===== config.mk =====
export PLATFORM = sky130hd
export DESIGN_NAME = mips_rtype_execute_unit_core_flat
export DESIGN_NICKNAME = d
export VERILOG_FILES = /design/src/rtl/core/mrx_pkg.sv /design/src/rtl/core/mrx_if.sv /design/src/rtl/core/mrx_regfile.sv /design/src/rtl/core/mrx_alu.sv /design/src/rtl/core/mips_rtype_execute_unit_core.sv /design/src/flat_wrapper.sv
export SDC_FILE = /design/constraint.sdc
export NUM_CORES = 2
export LEC_CHECK = 0
export BUFFER_PORTS_ARGS = -buffer_cell sky130_fd_sc_hd__buf_2
export CORE_ASPECT_RATIO = 0.75
export CORE_UTILIZATION = 50
export DETAILED_ROUTE_END_ITERATION = 10
export HOLD_SLACK_MARGIN = 0.06
export PLACE_DENSITY = 0.7
export SYNTH_ARGS = -nofsm -noshare
export SYNTH_HDL_FRONTEND = slang
export SYNTH_HIERARCHICAL = 1
export SYNTH_SLANG_ARGS = --single-unit

===== constraint.sdc =====
create_clock -name clk -period 9.2 [get_ports clk]
set_input_delay 0.46 -clock clk [delete_from_list [all_inputs] [get_ports clk]]
set_output_delay 0.46 -clock clk [all_outputs]
set_load 0.02 [all_outputs]

===== src/rtl/core/mrx_pkg.sv =====
package mrx_pkg;

  localparam int unsigned XLEN      = 32;
  localparam int unsigned REG_COUNT = 32;
  localparam int unsigned REG_AW    = 5;
  localparam int unsigned JIDX_W    = 30;

  localparam logic [XLEN-1:0] TEXT_BASE_RESET = 32'h0040_0000;
  localparam logic [XLEN-1:0] SVC_EXIT        = 32'd10;

  localparam logic [REG_AW-1:0] REG_ZERO = 5'd0;
  localparam logic [REG_AW-1:0] REG_V0   = 5'd2;
  localparam logic [REG_AW-1:0] REG_A0   = 5'd4;

  typedef enum logic [1:0] {
    CMD_EXEC  = 2'd0,
    CMD_WRITE = 2'd1,
    CMD_READ  = 2'd2
  } mrx_cmd_e;

  localparam logic [5:0] FN_SLL     = 6'h00;
  localparam logic [5:0] FN_SRL     = 6'h02;
  localparam logic [5:0] FN_JR      = 6'h08;
  localparam logic [5:0] FN_SYSCALL = 6'h0c;
  localparam logic [5:0] FN_ADD     = 6'h20;
  localparam logic [5:0] FN_ADDU    = 6'h21;
  localparam logic [5:0] FN_SUB     = 6'h22;
  localparam logic [5:0] FN_AND     = 6'h24;
  localparam logic [5:0] FN_OR      = 6'h25;
  localparam logic [5:0] FN_XOR     = 6'h26;
  localparam logic [5:0] FN_SLT     = 6'h2a;

  typedef struct packed {
    logic              en;
    logic [REG_AW-1:0] addr;
    logic [XLEN-1:0]   data;
  } mrx_wr_t;

  typedef struct packed {
    logic [XLEN-1:0]   read_value;
    logic              overflow;
    logic              unknown_func;
    logic              jump_taken;
    logic [JIDX_W-1:0] jump_index;
    logic              syscall_taken;
    logic [XLEN-1:0]   syscall_service;
    logic [XLEN-1:0]   syscall_arg;
    logic              exit_request;
  } mrx_result_t;

endpackage


===== src/rtl/core/mrx_if.sv =====
interface mrx_req_if;
  logic        valid;
  logic        ready;
  logic [1:0]  cmd;
  logic [31:0] instr_word;
  logic [4:0]  reg_index;
  logic [31:0] reg_value;

  modport source (output valid, cmd, instr_word, reg_index, reg_value, input ready);
  modport sink   (input valid, cmd, instr_word, reg_index, reg_value, output ready);
endinterface

interface mrx_rsp_if;
  logic        valid;
  logic        ready;
  logic [31:0] read_value;
  logic        overflow;
  logic        unknown_func;
  logic        jump_taken;
  logic [29:0] jump_index;
  logic        syscall_taken;
  logic [31:0] syscall_service;
  logic [31:0] syscall_arg;
  logic        exit_request;

  modport source (
    output valid, read_value, overflow, unknown_func, jump_taken, jump_index,
           syscall_taken, syscall_service, syscall_arg, exit_request,
    input  ready
  );
  modport sink (
    input  valid, read_value, overflow, unknown_func, jump_taken, jump_index,
           syscall_taken, syscall_service, syscall_arg, exit_request,
    output ready
  );
endinterface


===== src/rtl/core/mrx_regfile.sv =====
module mrx_regfile (
  input  logic                     clk,
  input  logic                     rst,
  input  logic                     rd_en,
  input  logic [4:0]               rd_addr_a,
  input  logic [4:0]               rd_addr_b,
  input  mrx_pkg::mrx_wr_t         wr,
  output logic [31:0]              rdata_a,
  output logic [31:0]              rdata_b
);
  import mrx_pkg::*;

  logic [XLEN-1:0]      mem [REG_COUNT];
  logic [REG_COUNT-1:0] vld;
  logic                 wr_ok;

  // register zero is never written, so its valid bit stays low and it reads zero
  assign wr_ok = wr.en && (wr.addr != REG_ZERO);

  always_ff @(posedge clk) begin
    if (rst) begin
      vld <= '0;
    end else if (wr_ok) begin
      vld[wr.addr] <= 1'b1;
    end
  end

  always_ff @(posedge clk) begin
    if (wr_ok) begin
      mem[wr.addr] <= wr.data;
    end
  end

  // read with write-through bypass for a write landing on the same edge
  always_ff @(posedge clk) begin
    if (rd_en) begin
      if (wr_ok && (wr.addr == rd_addr_a)) begin
        rdata_a <= wr.data;
      end else begin
        rdata_a <= vld[rd_addr_a] ? mem[rd_addr_a] : '0;
      end
      if (wr_ok && (wr.addr == rd_addr_b)) begin
        rdata_b <= wr.data;
      end else begin
        rdata_b <= vld[rd_addr_b] ? mem[rd_addr_b] : '0;
      end
    end
  end

endmodule


===== src/rtl/core/mrx_alu.sv =====
module mrx_alu (
  input  logic [1:0]          cmd,
  input  logic [31:0]         instr_word,
  input  logic [4:0]          reg_index,
  input  logic [31:0]         reg_value,
  input  logic [31:0]         op_a,
  input  logic [31:0]         op_b,
  input  logic [31:0]         text_base,
  output mrx_pkg::mrx_result_t res,
  output mrx_pkg::mrx_wr_t     wr
);
  import mrx_pkg::*;

  logic [5:0]      func;
  logic [4:0]      shamt;
  logic [4:0]      rd;
  logic [XLEN-1:0] sum;
  logic [XLEN-1:0] diff;
  logic [XLEN-1:0] jdiff;
  logic            add_ovf;
  logic            sub_ovf;

  assign func  = instr_word[5:0];
  assign shamt = instr_word[10:6];
  assign rd    = instr_word[15:11];
  assign sum   = op_a + op_b;
  assign diff  = op_a - op_b;
  assign jdiff = op_a - text_base;

  assign add_ovf = ~(op_a[31] ^ op_b[31]) & (sum[31] ^ op_a[31]);
  assign sub_ovf = (op_a[31] ^ op_b[31]) & (diff[31] ^ op_a[31]);

  always_comb begin
    res     = '0;
    wr      = '0;
    wr.addr = rd;
    case (cmd)
      CMD_EXEC: begin
        case (func)
          FN_ADD: begin
            res.overflow = add_ovf;
            wr.en        = ~add_ovf;
            wr.data      = sum;
          end
          FN_ADDU: begin
            wr.en   = 1'b1;
            wr.data = sum;
          end
          FN_SUB: begin
            res.overflow = sub_ovf;
            wr.en        = ~sub_ovf;
            wr.data      = diff;
          end
          FN_AND: begin
            wr.en   = 1'b1;
            wr.data = op_a & op_b;
          end
          FN_OR: begin
            wr.en   = 1'b1;
            wr.data = op_a | op_b;
          end
          FN_XOR: begin
            wr.en   = 1'b1;
            wr.data = op_a ^ op_b;
          end
          FN_SLT: begin
            wr.en   = 1'b1;
            wr.data = {{(XLEN-1){1'b0}}, ($signed(op_a) < $signed(op_b))};
          end
          FN_SRL: begin
            wr.en   = 1'b1;
            wr.data = op_b >> shamt;
          end
          FN_SLL: begin
            wr.en   = 1'b1;
            wr.data = op_b << shamt;
          end
          FN_SYSCALL: begin
            // operand ports were steered to v0 and a0 for this function
            res.syscall_taken   = 1'b1;
            res.syscall_service = op_a;
            res.syscall_arg     = op_b;
            res.exit_request    = (op_a == SVC_EXIT);
          end
          FN_JR: begin
            res.jump_taken = 1'b1;
            res.jump_index = jdiff[XLEN-1:2];
          end
          default: begin
            res.unknown_func = 1'b1;
          end
        endcase
      end
      CMD_WRITE: begin
        wr.en   = 1'b1;
        wr.addr = reg_index;
        wr.data = reg_value;
      end
      CMD_READ: begin
        res.read_value = op_a;
      end
      default: begin
        res = '0;
      end
    endcase
  end

endmodule


===== src/rtl/core/mips_rtype_execute_unit_core.sv =====
// MIPS32 R-format execute unit with a 32 x 32-bit register file.
//
// Channels: req carries one command per transaction (execute an R-format
// word, write a register, read a register); rsp returns exactly one result
// transaction per request, in order. Both use valid/ready; a transaction
// completes on a rising edge with valid and ready high. The user must load
// text_base through text_base_we / text_base_wdata only while the unit is
// idle; the block itself does not enforce it.
//
// Path: an accepted request is registered in the operand stage together with
// its register-file read; the ALU result is then registered in the result
// register that drives rsp. Throughput: one transaction per cycle while
// rsp.ready stays high, set by the single operand stage and the two-port
// register file read.
// Reset: pipeline empties, text_base returns to 0x00400000, and all
// registers read as zero (per-entry valid bits are cleared).
//
// Stall: while rsp is held off, the result register holds, the operand
// stage takes one more request, and then req.ready drops until rsp drains.
module mips_rtype_execute_unit_core (
  input  logic        clk,
  input  logic        rst,
  input  logic        text_base_we,
  input  logic [31:0] text_base_wdata,
  mrx_req_if.sink     req,
  mrx_rsp_if.source   rsp
);
  import mrx_pkg::*;

  // configuration
  logic [XLEN-1:0] text_base;

  // operand stage
  logic            s1_valid;
  logic [1:0]      s1_cmd;
  logic [XLEN-1:0] s1_instr;
  logic [REG_AW-1:0] s1_index;
  logic [XLEN-1:0] s1_value;

  // result stage
  logic        out_valid;
  mrx_result_t res;

  logic            in_take;
  logic            out_free;
  logic            s1_adv;
  logic            req_is_sys;
  logic [REG_AW-1:0] addr_a;
  logic [REG_AW-1:0] addr_b;
  logic [XLEN-1:0] op_a;
  logic [XLEN-1:0] op_b;
  mrx_result_t     alu_res;
  mrx_wr_t         alu_wr;
  mrx_wr_t         rf_wr;

  // advance the operand stage whenever the result register is free
  assign out_free  = !out_valid || rsp.ready;
  assign s1_adv    = s1_valid && out_free;
  assign req.ready = !s1_valid || out_free;
  assign in_take   = req.valid && req.ready;

  // steer read ports: a read command uses reg_index, syscall fetches v0/a0
  assign req_is_sys = (req.cmd == CMD_EXEC) && (req.instr_word[5:0] == FN_SYSCALL);

  always_comb begin
    if (req.cmd == CMD_READ) begin
      addr_a = req.reg_index;
    end else if (req_is_sys) begin
      addr_a = REG_V0;
    end else begin
      addr_a = req.instr_word[25:21];
    end
    addr_b = req_is_sys ? REG_A0 : req.instr_word[20:16];
  end

  always_ff @(posedge clk) begin
    if (rst) begin
      text_base <= TEXT_BASE_RESET;
    end else if (text_base_we) begin
      text_base <= text_base_wdata;
    end
  end

  always_ff @(posedge clk) begin
    if (rst) begin
      s1_valid <= 1'b0;
    end else if (in_take) begin
      s1_valid <= 1'b1;
    end else if (s1_adv) begin
      s1_valid <= 1'b0;
    end
  end

  always_ff @(posedge clk) begin
    if (in_take) begin
      s1_cmd   <= req.cmd;
      s1_instr <= req.instr_word;
      s1_index <= req.reg_index;
      s1_value <= req.reg_value;
    end
  end

  // commit the register write only on the edge the transaction leaves the stage
  always_comb begin
    rf_wr    = alu_wr;
    rf_wr.en = alu_wr.en && s1_adv;
  end

  mrx_regfile u_regfile (
    .clk       (clk),
    .rst       (rst),
    .rd_en     (in_take),
    .rd_addr_a (addr_a),
    .rd_addr_b (addr_b),
    .wr        (rf_wr),
    .rdata_a   (op_a),
    .rdata_b   (op_b)
  );

  mrx_alu u_alu (
    .cmd        (s1_cmd),
    .instr_word (s1_instr),
    .reg_index  (s1_index),
    .reg_value  (s1_value),
    .op_a       (op_a),
    .op_b       (op_b),
    .text_base  (text_base),
    .res        (alu_res),
    .wr         (alu_wr)
  );

  always_ff @(posedge clk) begin
    if (rst) begin
      out_valid <= 1'b0;
    end else if (s1_adv) begin
      out_valid <= 1'b1;
    end else if (rsp.ready) begin
      out_valid <= 1'b0;
    end
  end

  always_ff @(posedge clk) begin
    if (s1_adv) begin
      res <= alu_res;
    end
  end

  assign rsp.valid           = out_valid;
  assign rsp.read_value      = res.read_value;
  assign rsp.overflow        = res.overflow;
  assign rsp.unknown_func    = res.unknown_func;
  assign rsp.jump_taken      = res.jump_taken;
  assign rsp.jump_index      = res.jump_index;
  assign rsp.syscall_taken   = res.syscall_taken;
  assign rsp.syscall_service = res.syscall_service;
  assign rsp.syscall_arg     = res.syscall_arg;
  assign rsp.exit_request    = res.exit_request;

  // at most one instruction outcome per result
  a_outcome_onehot: assert property (@(posedge clk) disable iff (rst)
    out_valid |-> $onehot0({res.overflow, res.unknown_func, res.jump_taken,
                            res.syscall_taken}))
    else $error("more than one instruction outcome flagged");

  a_exit_needs_sys: assert property (@(posedge clk) disable iff (rst)
    (out_valid && res.exit_request) |-> res.syscall_taken)
    else $error("exit without syscall");

  // a register write only happens as a transaction moves into the result stage
  a_write_on_adv: assert property (@(posedge clk) disable iff (rst)
    rf_wr.en |-> (s1_valid && out_free))
    else $error("register write outside stage advance");

  // an advancing operand stage always produces a result next cycle
  a_adv_gives_out: assert property (@(posedge clk) disable iff (rst)
    s1_adv |=> out_valid)
    else $error("advanced transaction lost");

  a_empty_ready: assert property (@(posedge clk) disable iff (rst)
    !s1_valid |-> req.ready)
    else $error("empty operand stage refused a request");

endmodule

===== src/flat_wrapper.sv =====
// flat-port wrapper written by rule: the top's interface ports become plain ports
module mips_rtype_execute_unit_core_flat import mrx_pkg::*;
  (clk, rst, text_base_we, text_base_wdata, req_valid, req_cmd, req_instr_word, req_reg_index, req_reg_value, req_ready, rsp_valid, rsp_read_value, rsp_overflow, rsp_unknown_func, rsp_jump_taken, rsp_jump_index, rsp_syscall_taken, rsp_syscall_service, rsp_syscall_arg, rsp_exit_request, rsp_ready);
  mrx_req_if req_i ();
  mrx_rsp_if rsp_i ();
  input  logic clk;
  input  logic rst;
  input  logic text_base_we;
  input  logic [31:0] text_base_wdata;
  input wire logic [$bits(req_i.valid)-1:0] req_valid;
  input wire logic [$bits(req_i.cmd)-1:0] req_cmd;
  input wire logic [$bits(req_i.instr_word)-1:0] req_instr_word;
  input wire logic [$bits(req_i.reg_index)-1:0] req_reg_index;
  input wire logic [$bits(req_i.reg_value)-1:0] req_reg_value;
  output wire logic [$bits(req_i.ready)-1:0] req_ready;
  output wire logic [$bits(rsp_i.valid)-1:0] rsp_valid;
  output wire logic [$bits(rsp_i.read_value)-1:0] rsp_read_value;
  output wire logic [$bits(rsp_i.overflow)-1:0] rsp_overflow;
  output wire logic [$bits(rsp_i.unknown_func)-1:0] rsp_unknown_func;
  output wire logic [$bits(rsp_i.jump_taken)-1:0] rsp_jump_taken;
  output wire logic [$bits(rsp_i.jump_index)-1:0] rsp_jump_index;
  output wire logic [$bits(rsp_i.syscall_taken)-1:0] rsp_syscall_taken;
  output wire logic [$bits(rsp_i.syscall_service)-1:0] rsp_syscall_service;
  output wire logic [$bits(rsp_i.syscall_arg)-1:0] rsp_syscall_arg;
  output wire logic [$bits(rsp_i.exit_request)-1:0] rsp_exit_request;
  input wire logic [$bits(rsp_i.ready)-1:0] rsp_ready;
  assign req_i.valid = req_valid;
  assign req_i.cmd = req_cmd;
  assign req_i.instr_word = req_instr_word;
  assign req_i.reg_index = req_reg_index;
  assign req_i.reg_value = req_reg_value;
  assign req_ready = req_i.ready;
  assign rsp_valid = rsp_i.valid;
  assign rsp_read_value = rsp_i.read_value;
  assign rsp_overflow = rsp_i.overflow;
  assign rsp_unknown_func = rsp_i.unknown_func;
  assign rsp_jump_taken = rsp_i.jump_taken;
  assign rsp_jump_index = rsp_i.jump_index;
  assign rsp_syscall_taken = rsp_i.syscall_taken;
  assign rsp_syscall_service = rsp_i.syscall_service;
  assign rsp_syscall_arg = rsp_i.syscall_arg;
  assign rsp_exit_request = rsp_i.exit_request;
  assign rsp_i.ready = rsp_ready;
  mips_rtype_execute_unit_core u_core (.clk(clk), .rst(rst), .text_base_we(text_base_we), .text_base_wdata(text_base_wdata), .req(req_i), .rsp(rsp_i));
endmodule

==> results.sh <==
export IMPL_status="finished with violations"
export IMPL_violations="max-capacitance violations"
export IMPL_initial_core_util_pct=50.7
export IMPL_drv_cap=1
export IMPL_holdPathEnd="u_core/u_regfile/vld[19]"
export IMPL_die_h_um=324
export IMPL_via_per_inst=6.82
export IMPL_drtIter0Drc=6906
export IMPL_required_ns=9.61
export IMPL_path_cells="inv_1 -> ha_1 -> a211oi_1 -> nor2_1 -> a31o_2 -> o21ai_0 -> nand3_1 -> o21ba_2 -> a41oi_1 -> mux2i_1 -> a211oi_1 -> a21oi_1 -> and3_1 -> nand3_1 -> nor2_4 -> buf_4"
export IMPL_wl_um=228000
export IMPL_clk_pin_slew_worst_paths_ns=0.06
export IMPL_grt_pass1_vias=44600
export IMPL_worst_pin_slew_ns=1.47
export IMPL_fin_crit_ns=7.87
export IMPL_slowest_stage="o21ai_0"
export IMPL_drive_above_1_share_pct=25.9
export IMPL_rr_worst_depth=16
export IMPL_first_pass_iters=6
export IMPL_clockBufferDepth=3
export IMPL_grt_usage_pct=32.7
export IMPL_syn_area_per_cell_um2=15.2
export IMPL_period_share_pct=85.5
export IMPL_final_antenna_net_count=0
export IMPL_drv_slew=0
export IMPL_slew_headroom_pct=0.739
export IMPL_die_area_um2=140000
export IMPL_max_freq_mhz=127
export IMPL_wl_per_cell_um=33.6
export IMPL_finalClockSkew_ns=0.0260
export IMPL_ios=241
export IMPL_hold_start="rst"
export IMPL_insertion_delay_ns=0.80
export IMPL_cts_num_sinks=1340
export IMPL_r2r_end="u_core/u_regfile/mem[7][13]"
export IMPL_die_w_um=431
export IMPL_holdPathStages=3
export IMPL_core_um2=136000
export IMPL_setup_worst_path_start_class="flip-flop"
export IMPL_cts_tree="yes"
export IMPL_total_power_mw=14.2
export IMPL_crit_arrival_ns=8.28
export IMPL_ys_warn_count=6
export IMPL_p_leak_nw=26.6
export IMPL_power_density_nw_per_um2=182
export IMPL_port_buffers=234
export IMPL_syn_inst=4535
export IMPL_antenna_found_initial=7
export IMPL_ir_drop_uv=207
export IMPL_grt_pass1_wl_um=324000
export IMPL_cts_root_buf="clkbuf_16"
export IMPL_post_cts_buffers=0
export IMPL_rsz0062_at_grt="false"
export IMPL_grt_max_degree=153
export IMPL_hold_viol_final=0
export IMPL_syn_cell_area_um2=69100
export IMPL_hold_path_class="in2reg"
export IMPL_end_kind="flip-flop"
export IMPL_r2r_start="u_core/u_regfile/rdata_a[1]"
export IMPL_path_class="reg2reg"
export IMPL_fin_nets=5080
export IMPL_crit_fanout=25
export IMPL_gp_congestion=1.08
export IMPL_setup_viol=0
export IMPL_h_tree_depth=4
export IMPL_worst_path_buf_inv=2
export IMPL_r2r_slack_ns=1.33
export IMPL_tns_ns=0
export IMPL_drc=0
export IMPL_cts_buffers=132
export IMPL_grt_overflow_total=0
export IMPL_cpLargestDelayFamily="compound AO/OA/AOI/OAI gates"
export IMPL_fin_hold_ws_ns=0.349
export IMPL_cpPeakStageDelay_ns=1.14
export IMPL_areaGrowthSynthToFinish_pct=12.7
export IMPL_crit_cells=16
export IMPL_row_count=117
export IMPL_vias=46200
export IMPL_dp_hpwl_um=151000
power breakdown:
group	leakage, nW	switching (mW)	total, mW	internal (mW)
clock network	2.05	2.40	5.42	3.01
logic	12.1	1.23	1.97	0.736
registers	12.5	0.0883	6.84	6.75
final cells by class:
cell class / count / area [um2]
diodes: 2 / 5.00
clock buffers: 174 / 3520
clock inverters: 60 / 696
fillers: 10600 / 58500
inverters: 150 / 564
multi-input cells: 2749 / 28100
flip-flops and latches: 1340 / 39600
well taps: 1844 / 2310
repair buffers: 461 / 3180
placed cells by master, fill, tap and decap left out, drive strengths merged, types with 23 or more instances in the layout:
cell type and instances:
a21oi 237, a21o 32, nand3 29, and2 44
nor2 319, nand2 217, xnor2 26, buf 371
nand2b 33, edfxtp 1274, o21bai 23, clkinv 36
dfxtp 66, conb 32, a211oi 54, inv 162
ha 136, clkbuf 174, o21ai 190, nor3 99
mux2i 249, dlygate4sd3 90, o22ai 87, mux4 601
sequential cells by signal, indices dropped and copies added, names as in the netlist, 2 cells and up:
| register | cells |
|---|---|
| u_core/s1_value | 32 |
| u_core/s1_cmd | 2 |
| u_core/text_base | 32 |
| u_core/u_regfile/mem | 1024 |
| u_core/rsp.syscall_service | 32 |
| u_core/rsp.jump_index | 30 |
| u_core/u_regfile/vld | 32 |
| u_core/s1_instr | 16 |
| u_core/u_regfile/rdata_b | 32 |
| u_core/s1_index | 5 |
| u_core/rsp.read_value | 32 |
| u_core/u_regfile/rdata_a | 32 |
| u_core/rsp.syscall_arg | 32 |
stage by stage:
stage,utilization [%],cell area [um2],std cells,setup WS (ns)
floorplan,-,69300,4566,2.25
global placement,53.4,72800,6453,2.02
detailed placement,53.4,72800,6453,2.02
CTS,57.1,77900,6777,1.96
global route,57.1,77900,6778,1.39
finish,57.1,77900,6780,1.33
layer usage:
layer / GRT usage, % / share of wire, %
met2: 44.7 / 41
met4: 9.08 / 2.7
met5: 0.512 / 0.071
met3: 11.6 / 15
met1: 49.1 / 41
tightest hold or removal path: stages:
cell    delay, ns
buf_2        0.09
buf_4        0.30
nor2_1       0.18
what timing repair did:
action                    CTS  global route
hold endpoints to repair   89             0
hold buffers               90             0
gates resized for setup     0             0
worst max path at each step:
stage                                   endpoint  slack [ns]                   startpoint
finish               u_core/u_regfile/mem[7][13]        1.33  u_core/u_regfile/rdata_a[1]
global route          u_core/u_regfile/mem[7][8]        1.39  u_core/u_regfile/rdata_a[1]
CTS                  u_core/u_regfile/mem[7][13]        1.96  u_core/u_regfile/rdata_a[1]
detailed placement  u_core/u_regfile/mem[23][12]        2.02  u_core/u_regfile/rdata_a[1]
global placement    u_core/u_regfile/mem[23][12]        2.02  u_core/u_regfile/rdata_a[1]
floorplan                       u_core/s1_cmd[0]        2.25             u_core/rsp.valid
Power figures use the tool's default switching activity.
